==> src/icf_pkg.sv <==
// Shared types, constants and the arctangent table for the IMU attitude fusion block.
// Used by every module under src; depends on nothing.
package icf_pkg;

  localparam int CordicItersDef = 16;
  localparam int XW = 28;   // CORDIC vector component width
  localparam int ZW = 26;   // CORDIC angle width, 1/65536 degree
  localparam int InW = 152;
  localparam int OutW = 96;

  localparam logic [14:0] TurnOut = 15'd23040;
  localparam logic signed [14:0] HalfOut = 15'sd11520;
  localparam logic [16:0] GainInv = 17'd39797;
  localparam logic [16:0] AlphaOne = 17'd65536;

  localparam logic [1:0] CfgAlpha = 2'd0;
  localparam logic [1:0] CfgStep  = 2'd1;
  localparam logic [1:0] CfgGain  = 2'd2;
  localparam logic [1:0] CfgMag   = 2'd3;

  typedef struct packed {
    logic signed [15:0] field_z;
    logic signed [15:0] field_y;
    logic signed [15:0] field_x;
    logic signed [17:0] rate_z;
    logic signed [17:0] rate_y;
    logic signed [17:0] rate_x;
    logic signed [15:0] acc_z;
    logic signed [15:0] acc_y;
    logic signed [15:0] acc_x;
  } icf_item_t;

  typedef struct packed {
    logic                 start;
    logic                 rotate;
    logic signed [XW-1:0] x0;
    logic signed [XW-1:0] y0;
    logic signed [ZW-1:0] z0;
  } cord_cmd_t;

  typedef struct packed {
    logic                 done;
    logic signed [XW-1:0] x;
    logic signed [XW-1:0] y;
    logic signed [ZW-1:0] z;
  } cord_rsp_t;

  typedef enum logic [4:0] {
    ST_IDLE, ST_SQ_A, ST_SQ_B, ST_SQRT, ST_AT_P, ST_AT_R, ST_AT_M, ST_INIT,
    ST_BL_RATE, ST_BL_LAST, ST_BL_ALPHA, ST_BL_ACC, ST_BL_ROUND,
    ST_HD_RATE, ST_HD_SUM, ST_HD_GAIN, ST_HD_ROUND, ST_WRAP,
    ST_ROT, ST_SCALE_A, ST_SCALE_B, ST_EMIT
  } icf_state_t;

  // atan(2^-i) in 1/65536 degree
  function automatic logic signed [ZW-1:0] atan_entry(input logic [4:0] i);
    logic signed [ZW-1:0] v;
    case (i)
      5'd0:  v = 26'sd2949120;
      5'd1:  v = 26'sd1740967;
      5'd2:  v = 26'sd919879;
      5'd3:  v = 26'sd466945;
      5'd4:  v = 26'sd234379;
      5'd5:  v = 26'sd117304;
      5'd6:  v = 26'sd58666;
      5'd7:  v = 26'sd29335;
      5'd8:  v = 26'sd14668;
      5'd9:  v = 26'sd7334;
      5'd10: v = 26'sd3667;
      5'd11: v = 26'sd1833;
      5'd12: v = 26'sd917;
      5'd13: v = 26'sd458;
      5'd14: v = 26'sd229;
      5'd15: v = 26'sd115;
      5'd16: v = 26'sd57;
      5'd17: v = 26'sd29;
      5'd18: v = 26'sd14;
      5'd19: v = 26'sd7;
      5'd20: v = 26'sd4;
      5'd21: v = 26'sd2;
      5'd22: v = 26'sd1;
      default: v = 26'sd0;
    endcase
    return v;
  endfunction

endpackage

==> src/icf_front.sv <==
// Input side: takes sensor samples off the stream and holds them in a two-entry queue.
// Depends on icf_pkg.
module icf_front (
  input  logic                  clk,
  input  logic                  rst,
  input  logic                  s_tvalid,
  output logic                  s_tready,
  // acc_x, acc_y, acc_z, rate_x, rate_y, rate_z, field_x, field_y, field_z
  input  logic [icf_pkg::InW-1:0] s_tdata,
  output logic                  q_valid,
  output icf_pkg::icf_item_t    q_item,
  input  logic                  q_pop
);
  import icf_pkg::*;

  icf_item_t  slots [2];
  icf_item_t  in_item;
  logic       wr_ptr;
  logic       rd_ptr;
  logic [1:0] count;
  logic       push;

  always_comb begin
    in_item.acc_x   = s_tdata[15:0];
    in_item.acc_y   = s_tdata[31:16];
    in_item.acc_z   = s_tdata[47:32];
    in_item.rate_x  = s_tdata[65:48];
    in_item.rate_y  = s_tdata[83:66];
    in_item.rate_z  = s_tdata[101:84];
    in_item.field_x = s_tdata[117:102];
    in_item.field_y = s_tdata[133:118];
    in_item.field_z = s_tdata[149:134];
  end

  assign s_tready = (count != 2'd2);
  assign q_valid  = (count != 2'd0);
  assign q_item   = slots[rd_ptr];
  assign push     = s_tvalid && s_tready;

  always_ff @(posedge clk) begin
    if (rst) begin
      wr_ptr <= 1'b0;
      rd_ptr <= 1'b0;
      count  <= 2'd0;
    end else begin
      if (push) wr_ptr <= ~wr_ptr;
      if (q_pop) rd_ptr <= ~rd_ptr;
      case ({push, q_pop})
        2'b10:   count <= count + 2'd1;
        2'b01:   count <= count - 2'd1;
        default: count <= count;
      endcase
    end
  end

  always_ff @(posedge clk) begin
    if (push) slots[wr_ptr] <= in_item;
  end

endmodule

==> src/icf_cordic.sv <==
// Shared shift-add CORDIC: vectoring (atan2) and rotation, one iteration per cycle.
// Depends on icf_pkg for the command/response types and the arctangent table.
module icf_cordic #(
  parameter int CORDIC_ITERS = icf_pkg::CordicItersDef
) (
  input  logic               clk,
  input  logic               rst,
  input  icf_pkg::cord_cmd_t cmd,
  output icf_pkg::cord_rsp_t rsp
);
  import icf_pkg::*;

  localparam int IterW = (CORDIC_ITERS > 1) ? $clog2(CORDIC_ITERS) : 1;
  localparam logic [IterW-1:0] IterLast = IterW'(CORDIC_ITERS - 1);
  localparam logic signed [ZW-1:0] Deg90  = ZW'(90 * 65536);
  localparam logic signed [ZW-1:0] Deg180 = ZW'(180 * 65536);

  logic                 busy;
  logic                 done;
  logic                 rot_mode;
  logic                 zero;
  logic [IterW-1:0]     iter;
  logic signed [XW-1:0] x, y, tx, ty, px, py;
  logic signed [ZW-1:0] z, at, pz;
  logic                 ccw;

  assign tx  = x >>> iter;
  assign ty  = y >>> iter;
  assign at  = atan_entry(5'(iter));
  assign ccw = rot_mode ? (z >= 0) : !(y > 0);

  // quadrant pre-rotation so the iterations converge
  always_comb begin
    px = cmd.x0;
    py = cmd.y0;
    pz = cmd.rotate ? cmd.z0 : '0;
    if (cmd.rotate) begin
      if (cmd.z0 > Deg90) begin
        px = -cmd.x0;
        py = -cmd.y0;
        pz = cmd.z0 - Deg180;
      end else if (cmd.z0 < -Deg90) begin
        px = -cmd.x0;
        py = -cmd.y0;
        pz = cmd.z0 + Deg180;
      end
    end else if (cmd.x0 < 0) begin
      if (cmd.y0 >= 0) begin
        px = cmd.y0;
        py = -cmd.x0;
        pz = Deg90;
      end else begin
        px = -cmd.y0;
        py = cmd.x0;
        pz = -Deg90;
      end
    end
  end

  always_ff @(posedge clk) begin
    if (rst) begin
      busy <= 1'b0;
      done <= 1'b0;
    end else begin
      done <= busy && (iter == IterLast);
      if (cmd.start) busy <= 1'b1;
      else if (busy && (iter == IterLast)) busy <= 1'b0;
    end
  end

  always_ff @(posedge clk) begin
    if (cmd.start) begin
      x        <= px;
      y        <= py;
      z        <= pz;
      iter     <= '0;
      rot_mode <= cmd.rotate;
      zero     <= !cmd.rotate && (cmd.x0 == 0) && (cmd.y0 == 0);
    end else if (busy) begin
      iter <= iter + 1'b1;
      if (ccw) begin
        x <= x - ty;
        y <= y + tx;
        z <= z - at;
      end else begin
        x <= x + ty;
        y <= y - tx;
        z <= z + at;
      end
    end
  end

  assign rsp.done = done;
  assign rsp.x    = x;
  assign rsp.y    = y;
  assign rsp.z    = zero ? '0 : z;

endmodule

==> src/icf_back.sv <==
// Execution side: sqrt, two or three atan2 passes, blend, heading and tilt compensation,
// sequenced over one shared multiplier and the shared CORDIC. Depends on icf_pkg, icf_cordic.
module icf_back #(
  parameter int CORDIC_ITERS = icf_pkg::CordicItersDef
) (
  input  logic                     clk,
  input  logic                     rst,
  input  logic [16:0]              blend_alpha,
  input  logic [15:0]              step_time,
  input  logic [15:0]              mag_gain,
  input  logic                     mag_enable,
  input  logic                     q_valid,
  input  icf_pkg::icf_item_t       q_item,
  output logic                     q_pop,
  output logic                     m_tvalid,
  input  logic                     m_tready,
  output logic [icf_pkg::OutW-1:0] m_tdata
);
  import icf_pkg::*;

  localparam logic signed [26:0] Deg180 = 27'(180 * 65536);
  localparam logic signed [26:0] Deg360 = 27'(360 * 65536);

  icf_state_t state, state_next;
  cord_cmd_t  ccmd;
  cord_rsp_t  crsp;

  logic                 wait_c;
  logic                 first;
  logic                 axis;
  logic                 rot_pass;
  logic signed [55:0]   acc;
  logic [47:0]          sq_n;
  logic [48:0]          sq_res;
  logic [4:0]           sq_k;
  logic [48:0]          sq_bit;
  logic [48:0]          sq_trial;
  logic signed [25:0]   acc_p, acc_r, mag_h;
  logic signed [14:0]   last_pitch, last_roll;
  logic [14:0]          last_heading;
  logic signed [19:0]   hraw;
  logic signed [26:0]   err;
  logic signed [26:0]   err_next;
  logic signed [XW-1:0] fa, fb, fc;
  logic signed [36:0]   mul_a;
  logic signed [17:0]   mul_b;
  logic signed [54:0]   prod;
  logic signed [55:0]   scaled;
  logic signed [55:0]   blend_rnd;
  logic signed [26:0]   init_p, init_r, init_h;
  logic [16:0]          alpha_c;
  logic [16:0]          alpha_inv;
  logic [31:0]          sumsq;
  logic                 out_free;
  logic                 wrap_neg, wrap_over;

  function automatic logic signed [14:0] sat_angle(input logic signed [23:0] v);
    logic signed [14:0] r;
    if (v > 24'(HalfOut)) r = HalfOut;
    else if (v < -24'(HalfOut)) r = -HalfOut;
    else r = v[14:0];
    return r;
  endfunction

  function automatic logic [16:0] sat_field(input logic signed [XW-1:0] v);
    logic signed [28:0] s;
    logic signed [20:0] t;
    logic [16:0]        r;
    s = 29'(v) + 29'sd128;
    t = s[28:8];
    if (t > 21'sd65535) r = 17'h0FFFF;
    else if (t < -21'sd65536) r = 17'h10000;
    else r = t[16:0];
    return r;
  endfunction

  icf_cordic #(.CORDIC_ITERS(CORDIC_ITERS)) u_cordic (
    .clk (clk),
    .rst (rst),
    .cmd (ccmd),
    .rsp (crsp)
  );

  assign alpha_c   = (blend_alpha > AlphaOne) ? AlphaOne : blend_alpha;
  assign alpha_inv = AlphaOne - alpha_c;
  assign prod      = mul_a * mul_b;
  assign scaled    = 56'(prod) + 56'sd32768;
  assign blend_rnd = acc + (56'sd1 <<< 31);
  assign init_p    = 27'(acc_p) + 27'sd512;
  assign init_r    = 27'(acc_r) + 27'sd512;
  assign init_h    = 27'(mag_h) + 27'sd512;
  assign sumsq     = acc[31:0] + prod[31:0];
  assign sq_bit    = 49'(1) << {sq_k, 1'b0};
  assign sq_trial  = sq_res + sq_bit;
  assign out_free  = !m_tvalid || m_tready;
  assign wrap_neg  = hraw < 0;
  assign wrap_over = hraw > $signed({5'b0, TurnOut});
  assign q_pop     = (state == ST_EMIT) && out_free;

  // heading error, wrapped once each way
  always_comb begin
    err_next = 27'(mag_h) - $signed({2'b00, last_heading, 10'b0});
    if (err_next > Deg180) err_next = err_next - Deg360;
    if (err_next < -Deg180) err_next = err_next + Deg360;
  end

  always_comb begin
    state_next = state;
    case (state)
      ST_IDLE:     if (q_valid) state_next = ST_SQ_A;
      ST_SQ_A:     state_next = ST_SQ_B;
      ST_SQ_B:     state_next = ST_SQRT;
      ST_SQRT:     if (sq_k == 5'd0) state_next = ST_AT_P;
      ST_AT_P:     if (crsp.done) state_next = ST_AT_R;
      ST_AT_R: begin
        if (crsp.done) begin
          if (mag_enable) state_next = ST_AT_M;
          else state_next = first ? ST_INIT : ST_BL_RATE;
        end
      end
      ST_AT_M:     if (crsp.done) state_next = first ? ST_INIT : ST_BL_RATE;
      ST_INIT:     state_next = ST_WRAP;
      ST_BL_RATE:  state_next = ST_BL_LAST;
      ST_BL_LAST:  state_next = ST_BL_ALPHA;
      ST_BL_ALPHA: state_next = ST_BL_ACC;
      ST_BL_ACC:   state_next = ST_BL_ROUND;
      ST_BL_ROUND: state_next = axis ? ST_HD_RATE : ST_BL_RATE;
      ST_HD_RATE:  state_next = ST_HD_SUM;
      ST_HD_SUM:   state_next = mag_enable ? ST_HD_GAIN : ST_WRAP;
      ST_HD_GAIN:  state_next = ST_HD_ROUND;
      ST_HD_ROUND: state_next = ST_WRAP;
      ST_WRAP: begin
        if (!wrap_neg && !wrap_over) state_next = mag_enable ? ST_ROT : ST_EMIT;
      end
      ST_ROT:      if (crsp.done) state_next = ST_SCALE_A;
      ST_SCALE_A:  state_next = ST_SCALE_B;
      ST_SCALE_B:  state_next = rot_pass ? ST_EMIT : ST_ROT;
      ST_EMIT:     if (out_free) state_next = ST_IDLE;
      default:     state_next = ST_IDLE;
    endcase
  end

  // multiplier operands and CORDIC commands
  always_comb begin
    mul_a       = '0;
    mul_b       = '0;
    ccmd        = '0;
    ccmd.start  = 1'b0;
    case (state)
      ST_SQ_A: begin
        mul_a = 37'(q_item.acc_y);
        mul_b = 18'(q_item.acc_y);
      end
      ST_SQ_B: begin
        mul_a = 37'(q_item.acc_z);
        mul_b = 18'(q_item.acc_z);
      end
      ST_AT_P: begin
        ccmd.start = !wait_c;
        ccmd.x0    = $signed({1'b0, sq_res[26:0]});
        ccmd.y0    = -(28'(q_item.acc_x) <<< 8);
      end
      ST_AT_R: begin
        ccmd.start = !wait_c;
        ccmd.x0    = 28'(q_item.acc_z) <<< 8;
        ccmd.y0    = 28'(q_item.acc_y) <<< 8;
      end
      ST_AT_M: begin
        ccmd.start = !wait_c;
        ccmd.x0    = 28'(q_item.field_x) <<< 8;
        ccmd.y0    = -(28'(q_item.field_y) <<< 8);
      end
      ST_BL_RATE: begin
        mul_a = axis ? -37'(q_item.rate_z) : 37'(q_item.rate_y);
        mul_b = $signed({2'b00, step_time});
      end
      ST_BL_ALPHA: begin
        mul_a = acc[36:0];
        mul_b = $signed({1'b0, alpha_c});
      end
      ST_BL_ACC: begin
        mul_a = axis ? 37'(acc_r) : 37'(acc_p);
        mul_b = $signed({1'b0, alpha_inv});
      end
      ST_HD_RATE: begin
        mul_a = 37'(q_item.rate_x);
        mul_b = $signed({2'b00, step_time});
      end
      ST_HD_GAIN: begin
        mul_a = 37'(err);
        mul_b = $signed({2'b00, mag_gain});
      end
      ST_ROT: begin
        ccmd.start  = !wait_c;
        ccmd.rotate = 1'b1;
        if (rot_pass) begin
          ccmd.x0 = 28'(q_item.field_x) <<< 8;
          ccmd.y0 = fb;
          ccmd.z0 = -(26'(last_pitch) <<< 10);
        end else begin
          ccmd.x0 = 28'(q_item.field_y) <<< 8;
          ccmd.y0 = 28'(q_item.field_z) <<< 8;
          ccmd.z0 = 26'(last_roll) <<< 10;
        end
      end
      ST_SCALE_A: begin
        mul_a = 37'(crsp.x);
        mul_b = $signed({1'b0, GainInv});
      end
      ST_SCALE_B: begin
        mul_a = 37'(crsp.y);
        mul_b = $signed({1'b0, GainInv});
      end
      default: begin
        mul_a = '0;
      end
    endcase
  end

  always_ff @(posedge clk) begin
    if (rst) begin
      state        <= ST_IDLE;
      wait_c       <= 1'b0;
      first        <= 1'b1;
      last_pitch   <= '0;
      last_roll    <= '0;
      last_heading <= '0;
      m_tvalid     <= 1'b0;
    end else begin
      state <= state_next;
      if (ccmd.start) wait_c <= 1'b1;
      else if (crsp.done) wait_c <= 1'b0;
      if ((state == ST_EMIT) && out_free) m_tvalid <= 1'b1;
      else if (m_tready) m_tvalid <= 1'b0;
      case (state)
        ST_INIT: begin
          last_pitch <= sat_angle(24'($signed(init_p[26:10])));
          last_roll  <= sat_angle(24'($signed(init_r[26:10])));
          first      <= 1'b0;
        end
        ST_BL_ROUND: begin
          if (axis) last_roll <= sat_angle(blend_rnd[55:32]);
          else last_pitch <= sat_angle(blend_rnd[55:32]);
        end
        ST_WRAP: if (!wrap_neg && !wrap_over) last_heading <= hraw[14:0];
        default: ;
      endcase
    end
  end

  always_ff @(posedge clk) begin
    case (state)
      ST_SQ_A: begin
        acc      <= 56'(prod);
        axis     <= 1'b0;
        rot_pass <= 1'b0;
      end
      ST_SQ_B: begin
        sq_n   <= {sumsq[31:0], 16'b0};
        sq_res <= '0;
        sq_k   <= 5'd24;
      end
      ST_SQRT: begin
        if ({1'b0, sq_n} >= sq_trial) begin
          sq_n   <= sq_n - sq_trial[47:0];
          sq_res <= (sq_res >> 1) + sq_bit;
        end else begin
          sq_res <= sq_res >> 1;
        end
        sq_k <= sq_k - 5'd1;
      end
      ST_AT_P: if (crsp.done) acc_p <= crsp.z;
      ST_AT_R: if (crsp.done) acc_r <= crsp.z;
      ST_AT_M: if (crsp.done) mag_h <= (crsp.z < 0) ? crsp.z + 26'(Deg360) : crsp.z;
      ST_INIT: hraw <= mag_enable ? 20'($signed(init_h[26:10])) : '0;
      ST_BL_RATE:  acc <= 56'(prod);
      ST_BL_LAST:  acc <= acc + (56'(axis ? last_roll : last_pitch) <<< 16);
      ST_BL_ALPHA: acc <= 56'(prod);
      ST_BL_ACC:   acc <= acc + (56'(prod) <<< 6);
      ST_BL_ROUND: axis <= ~axis;
      ST_HD_RATE:  acc <= 56'(prod);
      ST_HD_SUM: begin
        if (mag_enable) begin
          acc <= (acc <<< 10) + $signed({15'b0, last_heading, 26'b0});
          err <= err_next;
        end else begin
          hraw <= 20'((acc + $signed({25'b0, last_heading, 16'b0}) + 56'sd32768) >>> 16);
        end
      end
      ST_HD_GAIN:  acc <= acc + 56'(prod);
      ST_HD_ROUND: hraw <= 20'((acc + (56'sd1 <<< 25)) >>> 26);
      ST_WRAP: begin
        // step into 0..360 one turn at a time
        if (wrap_neg) hraw <= hraw + $signed({5'b0, TurnOut});
        else if (wrap_over) hraw <= hraw - $signed({5'b0, TurnOut});
      end
      ST_SCALE_A: begin
        if (rot_pass) fc <= scaled[43:16];
        else fa <= scaled[43:16];
      end
      ST_SCALE_B: begin
        fb       <= scaled[43:16];
        rot_pass <= 1'b1;
      end
      ST_EMIT: begin
        if (out_free) begin
          m_tdata[14:0]  <= last_pitch;
          m_tdata[29:15] <= last_roll;
          m_tdata[44:30] <= last_heading;
          m_tdata[61:45] <= mag_enable ? sat_field(fc) : '0;
          m_tdata[78:62] <= mag_enable ? sat_field(fa) : '0;
          m_tdata[95:79] <= mag_enable ? sat_field(fb) : '0;
        end
      end
      default: ;
    endcase
  end

  a_pop_has_item: assert property (@(posedge clk) disable iff (rst) q_pop |-> q_valid)
    else $error("queue popped while empty");
  a_done_expected: assert property (@(posedge clk) disable iff (rst) crsp.done |-> wait_c)
    else $error("cordic finished without an outstanding command");
  a_pitch_range: assert property (@(posedge clk) disable iff (rst)
      (last_pitch <= HalfOut) && (last_pitch >= -HalfOut))
    else $error("stored pitch out of range");
  a_heading_range: assert property (@(posedge clk) disable iff (rst)
      last_heading <= TurnOut)
    else $error("stored heading above one turn");
  a_emit_source: assert property (@(posedge clk) disable iff (rst)
      $rose(m_tvalid) |-> $past(state) == ST_EMIT)
    else $error("result raised outside the emit step");

endmodule

==> src/imu_complementary_filter_tilt_comp_unit.sv <==
// Complementary-filter attitude and heading unit with tilt-compensated magnetometer output.
// Samples with the magnetometer enabled take longer (a third atan2 pass and two rotations),
// and the heading wrap adds one step per turn that the heading lies out of range.
// One sample is worked at a time; the shared CORDIC and the 25-step square root set the pace.
// A two-entry input queue and the output register let both sides stall on their own.
// Reset (synchronous, rst high): registers to defaults, angles to 0, next sample initializes.
module imu_complementary_filter_tilt_comp_unit #(
  parameter int CORDIC_ITERS = icf_pkg::CordicItersDef
) (
  input  logic                     clk,
  input  logic                     rst,
  input  logic                     s_tvalid,
  output logic                     s_tready,
  // acc_x, acc_y, acc_z, rate_x, rate_y, rate_z, field_x, field_y, field_z
  input  logic [icf_pkg::InW-1:0]  s_tdata,
  output logic                     m_tvalid,
  input  logic                     m_tready,
  // pitch_angle, roll_angle, heading_angle, comp_field_x, comp_field_y, comp_field_z
  output logic [icf_pkg::OutW-1:0] m_tdata,
  input  logic                     cfg_valid,
  output logic                     cfg_ready,
  input  logic [1:0]               cfg_index,
  input  logic [16:0]              cfg_data
);
  import icf_pkg::*;

  logic [16:0] blend_alpha;
  logic [15:0] step_time;
  logic [15:0] mag_gain;
  logic        mag_enable;
  logic        q_valid;
  logic        q_pop;
  icf_item_t   q_item;

  assign cfg_ready = 1'b1;

  always_ff @(posedge clk) begin
    if (rst) begin
      blend_alpha <= 17'd64225;
      step_time   <= 16'd1049;
      mag_gain    <= 16'd1311;
      mag_enable  <= 1'b0;
    end else if (cfg_valid) begin
      case (cfg_index)
        CfgAlpha: blend_alpha <= cfg_data;
        CfgStep:  step_time   <= cfg_data[15:0];
        CfgGain:  mag_gain    <= cfg_data[15:0];
        CfgMag:   mag_enable  <= cfg_data[0];
        default:  ;
      endcase
    end
  end

  icf_front u_front (
    .clk      (clk),
    .rst      (rst),
    .s_tvalid (s_tvalid),
    .s_tready (s_tready),
    .s_tdata  (s_tdata),
    .q_valid  (q_valid),
    .q_item   (q_item),
    .q_pop    (q_pop)
  );

  icf_back #(.CORDIC_ITERS(CORDIC_ITERS)) u_back (
    .clk         (clk),
    .rst         (rst),
    .blend_alpha (blend_alpha),
    .step_time   (step_time),
    .mag_gain    (mag_gain),
    .mag_enable  (mag_enable),
    .q_valid     (q_valid),
    .q_item      (q_item),
    .q_pop       (q_pop),
    .m_tvalid    (m_tvalid),
    .m_tready    (m_tready),
    .m_tdata     (m_tdata)
  );

endmodule

==> config.mk <==
export PLATFORM = sky130hd
export DESIGN_NAME = imu_complementary_filter_tilt_comp_unit
export DESIGN_NICKNAME = d
export VERILOG_FILES = /design/src/icf_pkg.sv /design/src/icf_front.sv /design/src/icf_cordic.sv /design/src/icf_back.sv /design/src/imu_complementary_filter_tilt_comp_unit.sv
export SDC_FILE = /design/constraint.sdc
export NUM_CORES = 2
export LEC_CHECK = 0
export ABC_CLOCK_PERIOD_IN_PS = 18000
export CORE_ASPECT_RATIO = 0.7
export CORE_UTILIZATION = 30
export CTS_BUF_LIST = sky130_fd_sc_hd__clkbuf_4
export CTS_CLUSTER_SIZE = 14
export DETAILED_ROUTE_END_ITERATION = 6
export DONT_BUFFER_PORTS = 1
export GPL_ROUTABILITY_DRIVEN = 0
export PLACE_DENSITY = 0.53
export SETUP_SLACK_MARGIN = 0.1
export SKIP_LAST_GASP = 1
export SYNTH_ARGS = -nofsm -noshare
export SYNTH_HDL_FRONTEND = slang
export SYNTH_SLANG_ARGS = --single-unit
==> constraint.sdc <==
create_clock -name clk -period 18 [get_ports clk]
set_clock_uncertainty 0.1 [all_clocks]
set_input_delay 0 -clock clk [delete_from_list [all_inputs] [get_ports clk]]
set_output_delay 0 -clock clk [all_outputs]
set_load 0.02 [all_outputs]
Yosys cells after proc, flatten, opt, wreduce, memory -nomap -nowiden:

Memory sizes are Yosys's and may differ from the RTL's. A register that Yosys moved wholly into a read port is not among the register bits.
Cells that the tools add are included.
W data, S select, Z words.

* add/sub/neg operators: 44
* multipliers: 1
* order comparisons: 25
* equality and inequality tests: 42
* shift operators: 3
* mux-type cells: 99
* bitwise operators: 5
* reduce and logical (&&, ||, !) cells: 56

Operators with widths (count)
* $mux W28: 16
* $pmux W37 S9: 1
* $mux W26: 12
* $pmux W56 S5: 1
* $pmux W56 S4: 1
* $pmux W18 S7: 1
* $mux W15: 8
* $add A56 B56 Y56: 2
* $pmux W5 S21: 1
* $pmux W49 S2: 1
* $pmux W48 S2: 1
* $add A28 B9 Y29 const B: 3
* $mux W82: 1
* $add A26 B11 Y27 const B: 3
* $mux W20: 4
* $pmux W20 S4: 1
* $mux W37: 2
* $mux W17: 4
* $logic_not A32 Y1: 2
* $gt A21 B17 Y1 const B: 3
* $lt A21 B17 Y1 const B: 3
* $pmux W15 S2: 2
* $add A28 B28 Y28: 2
* $add A56 B33 Y56 const B: 1
* 88 further kinds: 199

* bits in registers: 662
* memory bits (writable): 300
* ROM bits: 352
* input port bits: 176
* output and inout port bits: 99
* word-level logic and storage cells: 318
* memories: 2

Memory list
* (no name shown): words 16, width 22, rd ports 1, clocked after memory_dff 1, wr ports 0, RTL line icf_pkg.sv:58 `case (i)`
* u_front.slots: words 2, width 150, rd ports 1, clocked after memory_dff 1, wr ports 1, RTL line icf_front.sv:16 `icf_item_t slots [2];`

Depth between registers and ports, before layout:

* word-level depth: 8
* mapped depth: 60
* depth with buffers taken out: 47

Hierarchy:

Synthesis repeated with hierarchy kept, for this count alone.

* cells, all modules: 10708
* area total of the unflattened synthesis: 98502.0 µm²

Modules (own cells, without submodules)
* icf_back: times used 1, cells an instance 7922, area each 68117.8 µm², sequential area each 14604.0 µm²
* icf_cordic: times used 1, cells an instance 2090, area each 16862.4 µm², sequential area each 3083.0 µm²
* icf_front: times used 1, cells an instance 490, area each 11442.2 µm², sequential area each 9108.7 µm²
* imu_complementary_filter_tilt_comp_unit: times used 1, cells an instance 206, area each 2079.5 µm², sequential area each 1001.0 µm²

Least setup slack after synthesis:

OpenSTA, ideal clock, no wires.

* path type: register -> register
* start point: register (tool-made name)
* end point: register u_back.acc[54], data pin
* library setup time: 261 ps
* data arrival time: 12576 ps
* data required time: 17639 ps
* setup slack: 5063 ps
* cell stages (with the launch flop): 58
* path buffers: 13
* clock period less this slack: 12937 ps
* path through: dfxtp_1 -> buf_6 -> buf_6 -> buf_6 -> buf_6 -> buf_6 -> buf_4 -> buf_2 -> buf_4 -> buf_2 -> buf_2 -> buf_2 -> mux2i_1 -> ha_1 -> o211ai_1 -> nor3_1 -> o21a_1 -> and3_1 -> [22 not listed] -> a21oi_1 -> nor2_1 -> o311ai_1 -> inv_1 -> ha_1 -> clkbuf_1 -> nand2_1 -> o21ai_0 -> a31oi_1 -> o21bai_1 -> a221oi_1 -> a21boi_1 -> a221o_1 -> a31oi_1 -> o21ai_1 -> a311oi_1 -> mux2i_1 -> o32a_1

RTL lines
* end signal, assigned: RTL line icf_back.sv:254 `acc <= 56'(prod);`
* end signal, assigned: RTL line icf_back.sv:276 `ST_BL_RATE: acc <= 56'(prod);`
* end signal, assigned: RTL line icf_back.sv:277 `ST_BL_LAST: acc <= acc + (56'(axis ? last_roll : last_pitch) <<< 16);`
* end, declared: RTL line icf_back.sv:32 `logic signed [55:0] acc;`

==> report_table.html <==
<table>
<tr><th>Metric</th><th>Value</th></tr>
<tr><th colspan="2">Synthesis</th></tr>
<tr><td>Proportion of netlist area held by the largest area contributor</td><td>0.265</td></tr>
<tr><td>Synthesized area divided by synthesized cell count</td><td>9.16 µm²</td></tr>
<tr><td>Ranking of synthesized cells by area</td><td>edfxtp_1, fa_1, ha_1</td></tr>
<tr><td>Cell area after technology mapping</td><td>94700 µm²</td></tr>
<tr><td>Synth area leader</td><td>edfxtp_1</td></tr>
<tr><td>Number of instances in the synthesized netlist</td><td>10300</td></tr>
<tr><td>Yosys warns</td><td>0</td></tr>
<tr><td>Post-synth top flop</td><td>edfxtp_1</td></tr>
<tr><td>Number of unique standard cell types used by synthesis</td><td>107</td></tr>
<tr><td>Register area share after synthesis</td><td>0.294</td></tr>
<tr><td>FFs w/ async S/R, synth</td><td>0</td></tr>
<tr><td>Flip-flop and latch count after synthesis</td><td>971</td></tr>
<tr><td>Number of enable flip-flop cells after synthesis</td><td>835</td></tr>
<tr><th colspan="2">Detailed routing</th></tr>
<tr><td>Post-route DRC violation count</td><td>4</td></tr>
<tr><td>Detailed-router iteration count before antenna repair</td><td>7</td></tr>
<tr><td>Number of nets still failing antenna checks after routing</td><td>0</td></tr>
<tr><td>Routed wirelength normalized by instance count</td><td>26.0 µm</td></tr>
<tr><td>Vias after detailed routing</td><td>85200</td></tr>
<tr><td>Drt first-iter violations</td><td>11900</td></tr>
<tr><td>Post-detailed-route via-to-cell ratio</td><td>5.59</td></tr>
<tr><td>Total wire length</td><td>396 mm</td></tr>
<tr><th colspan="2">Status</th></tr>
<tr><td>Violations in the final reports</td><td>DRC, capacitance limit</td></tr>
<tr><td>Status</td><td>complete, but fails checks</td></tr>
<tr><th colspan="2">Global route</th></tr>
<tr><td>Number of antenna violations at the first check in global routing</td><td>32</td></tr>
<tr><td>Vias in the first global route</td><td>78300</td></tr>
<tr><td>Global-route total usage across every layer</td><td>0.241</td></tr>
<tr><td>First-pass GRT wire length</td><td>565 mm</td></tr>
<tr><td>Largest net degree at the start of global routing</td><td>151</td></tr>
<tr><td>Met3 track demand over resource</td><td>0.0982</td></tr>
<tr><td>Grt total ovfl</td><td>0</td></tr>
<tr><td>Global-route layer with the greatest usage</td><td>met1</td></tr>
<tr><td>Global-route met1 utilization</td><td>0.369</td></tr>
<tr><td>Grt met2 use</td><td>0.297</td></tr>
<tr><th colspan="2">CTS</th></tr>
<tr><td>Maximum number of buffers from clock root to sink</td><td>4</td></tr>
<tr><td>Clock sink total</td><td>971</td></tr>
<tr><td>Skew-Pair Late Insertion Delay</td><td>1330 ps</td></tr>
<tr><td>Resize count post-CTS</td><td>0</td></tr>
<tr><td>Clock transition at path regs</td><td>70 ps</td></tr>
<tr><td>Clock buffer count from CTS</td><td>245</td></tr>
<tr><td>Root Buffer Master</td><td>clkbuf_4</td></tr>
<tr><td>Clock H-tree levels</td><td>4</td></tr>
<tr><td>CTS tree</td><td>done</td></tr>
<tr><th colspan="2">Worst setup path</th></tr>
<tr><td>Critical path class</td><td>register to register</td></tr>
<tr><td>Total buffers and inverters traversed by the critical path</td><td>5</td></tr>
<tr><td>Cell type group with the largest total delay on the critical path</td><td>compound AO/OA/AOI/OAI gates</td></tr>
<tr><td>Highest cell delay on the worst timing path</td><td>830 ps</td></tr>
<tr><td>Data required time of the worst path</td><td>19070 ps</td></tr>
<tr><td>Most frequent cell on the critical path</td><td>fa_1</td></tr>
<tr><td>Critical path data arrival time</td><td>15500 ps</td></tr>
<tr><td>Endpoint of the lowest-slack register-to-register path</td><td>u_back.acc[55]</td></tr>
<tr><td>Max stage delay cell, worst path</td><td>a21oi_1</td></tr>
<tr><td>Worst Reg2Reg Path Length in Cells</td><td>41</td></tr>
<tr><td>Worst Path Max Fanout</td><td>95</td></tr>
<tr><td>Crit path to</td><td>u_back.acc[55]</td></tr>
<tr><td>Stages on the worst setup path</td><td>41</td></tr>
<tr><td>Critical Path Start Type</td><td>register</td></tr>
<tr><td>Type of destination of the critical path</td><td>register</td></tr>
<tr><td>Worst-case register-to-register setup slack</td><td>3570 ps</td></tr>
<tr><th colspan="2">STA</th></tr>
<tr><td>Setup repair after global routing missed its margin</td><td>no</td></tr>
<tr><td>Actual transition at the worst max-transition pin</td><td>1460 ps</td></tr>
<tr><td># setup viols final</td><td>0</td></tr>
<tr><td>Post-layout minimum cycle time</td><td>14430 ps</td></tr>
<tr><td>Accumulated negative setup slack</td><td>0 ps</td></tr>
<tr><td>Final Hold Viols</td><td>0</td></tr>
<tr><td>Final number of max-transition violations</td><td>0</td></tr>
<tr><td>Highest attainable clock frequency</td><td>0.0693 GHz</td></tr>
<tr><td>Portion of the clock cycle consumed by the worst path in the final layout</td><td>0.802</td></tr>
<tr><td>Normalized max-slew margin</td><td>0.0175</td></tr>
<tr><th colspan="2">Die</th></tr>
<tr><td>Core region area</td><td>314000 µm²</td></tr>
<tr><td>Starting Density</td><td>0.302</td></tr>
<tr><td>Rows</td><td>172</td></tr>
<tr><td>Floorplan die width</td><td>673 µm</td></tr>
<tr><td>Die area</td><td>318000 µm²</td></tr>
<tr><td>Num ports</td><td>275</td></tr>
<tr><td>Vert. Die Dim</td><td>472 µm</td></tr>
<tr><th colspan="2">Run</th></tr>
<tr><td>Max cap viols</td><td>1</td></tr>
<tr><th colspan="2">Placement</th></tr>
<tr><td>PortBufs</td><td>0</td></tr>
<tr><td>HPWL after detailed placement</td><td>305 mm</td></tr>
<tr><th colspan="2">Final layout</th></tr>
<tr><td>Fraction of layout instances using a drive strength above 1</td><td>0.0786</td></tr>
<tr><td>Filler instances</td><td>32200</td></tr>
<tr><td>Area growth syn-to-layout</td><td>14.6%</td></tr>
<tr><td>Final net count</td><td>12200</td></tr>
<tr><th colspan="2">Min path</th></tr>
<tr><td>Hold depth</td><td>2</td></tr>
<tr><td>Type of the tightest min-delay check</td><td>input pin to register</td></tr>
</table>
worst min-delay path by stage:
stage / start / to
global route: s_tdata[65] / u_front.slots[0][65]
floorplan: s_tdata[0] / u_front.slots[0][0]
detailed placement: s_tdata[111] / u_front.slots[0][111]
CTS: s_tdata[67] / u_front.slots[0][67]
finish: s_tdata[56] / u_front.slots[1][56]
global placement: s_tdata[40] / u_front.slots[0][40]
cells by family (layout without fill, tap and decap cells):
logic type      Yosys count  in the layout  share of synthesized area
mux                     329            329                     0.0436
xor+xnor                782            782                     0.0724
compound gates         2462           2462                      0.169
other cells               2             35                  0.0000793
fa+ha+maj              1171           1171                      0.206
flops                   971            971                      0.294
buf+inv                1401           2086                     0.0572
simple gates           3218           3218                      0.159
worst reg2reg max path, delay by kind of cell (launching register included):
family / cells / cell delay (ps)
buf+inv: 5 / 1540
simple gates: 10 / 2780
fa+ha+maj: 8 / 3910
flops: 1 / 520
compound gates: 14 / 4090
xor+xnor: 3 / 980
mux: 1 / 420
synth_stat cells (62+ instances only):
cell type,number
o22ai_1,78
fa_1,644
nor4_1,62
a21oi_1,648
edfxtp_1,835
and2_1,183
a211oi_1,95
nor3_1,176
xor2_1,335
or3_1,72
and3_1,98
o21ai_0,540
inv_1,899
mux2i_1,205
clkbuf_1,399
nand4_1,67
mux2_2,63
xnor2_1,446
a21o_1,223
nor2_1,770
o211ai_1,99
nand3_1,192
ha_1,527
dfxtp_1,136
o21bai_1,77
nand2_1,1215
nand2b_1,86
nor2b_1,107
o21a_1,89
a31oi_1,96
state kept, by name, summed over array words and instances (netlist names), 22 cells and up, named ones only:
signal and flops:
u_back.sq_n 48, u_back.acc 56, u_back.m_tdata 96, u_back.acc_p 26
u_back.err 27, u_front.slots 300, u_back.acc_r 26, u_back.fb 28
u_back.u_cordic.z 26, u_back.u_cordic.at 22, u_back.mag_h 26, u_back.sq_res 49
u_back.u_cordic.x 28, u_back.u_cordic.y 28
per-stage QoR:
step,worst slack (ps),util,instance area (µm²),hold slack (ps),cells
2_1_floorplan,5060,-,94800,-1.13,10400
3_3_place_gp,3910,0.318,99900,-1.06,14200
3_5_place_dp,3880,0.318,99900,-1.06,14200
4_1_cts,3860,0.346,108000,1.49,15200
5_1_grt,2880,0.346,109000,5.12,15200
6_report,3570,0.346,109000,73.5,15200
timing repair:
item	4_1_cts	5_1_grt
buffers inserted	0	0
endpoints found under the hold margin	694	0
hold buffers	545	0
cell type report:
cell class                      count  area [µm²]  area share
Antenna cell                       12        30.0    0.000277
Sequential cell                   971       27800       0.256
Timing Repair Buffer              748        7050      0.0650
Tap cell                         4176        5230      0.0481
Clock buffer                      347        2610      0.0240
Clock inverter                     89         532     0.00490
Multi-Input combinational cell   7985       61900       0.570
Inverter                          902        3390      0.0312
routing by layer:
layer	wire length, µm	up-vias
li1	-	37700
met1	182000	41900
met2	141000	5025
met3	59100	626
met4	14100	26
met5	310	-
layout by cell type, fill, tap and decap left out, types with 84 or more instances in the layout:
master,netlist,layout
a211oi_1,95,95
a21o_1,223,223
a21oi_1,648,645
a31oi_1,96,95
and2_1,183,182
and3_1,98,94
buf_4,10,200
clkbuf_4,1,347
dfxtp_1,136,131
dlygate4sd3_1,0,543
edfxtp_1,835,835
fa_1,644,644
ha_1,527,527
inv_1,899,897
mux2i_1,205,205
nand2_1,1215,1213
nand2b_1,86,84
nand3_1,192,192
nor2_1,770,763
nor2b_1,107,106
nor3_1,176,172
o211ai_1,99,99
o21a_1,89,89
o21ai_0,540,538
xnor2_1,446,439
xor2_1,335,330
Power is not shown: default switching activity piles up to over one toggle a cycle in this logic, so the estimate is an artifact.
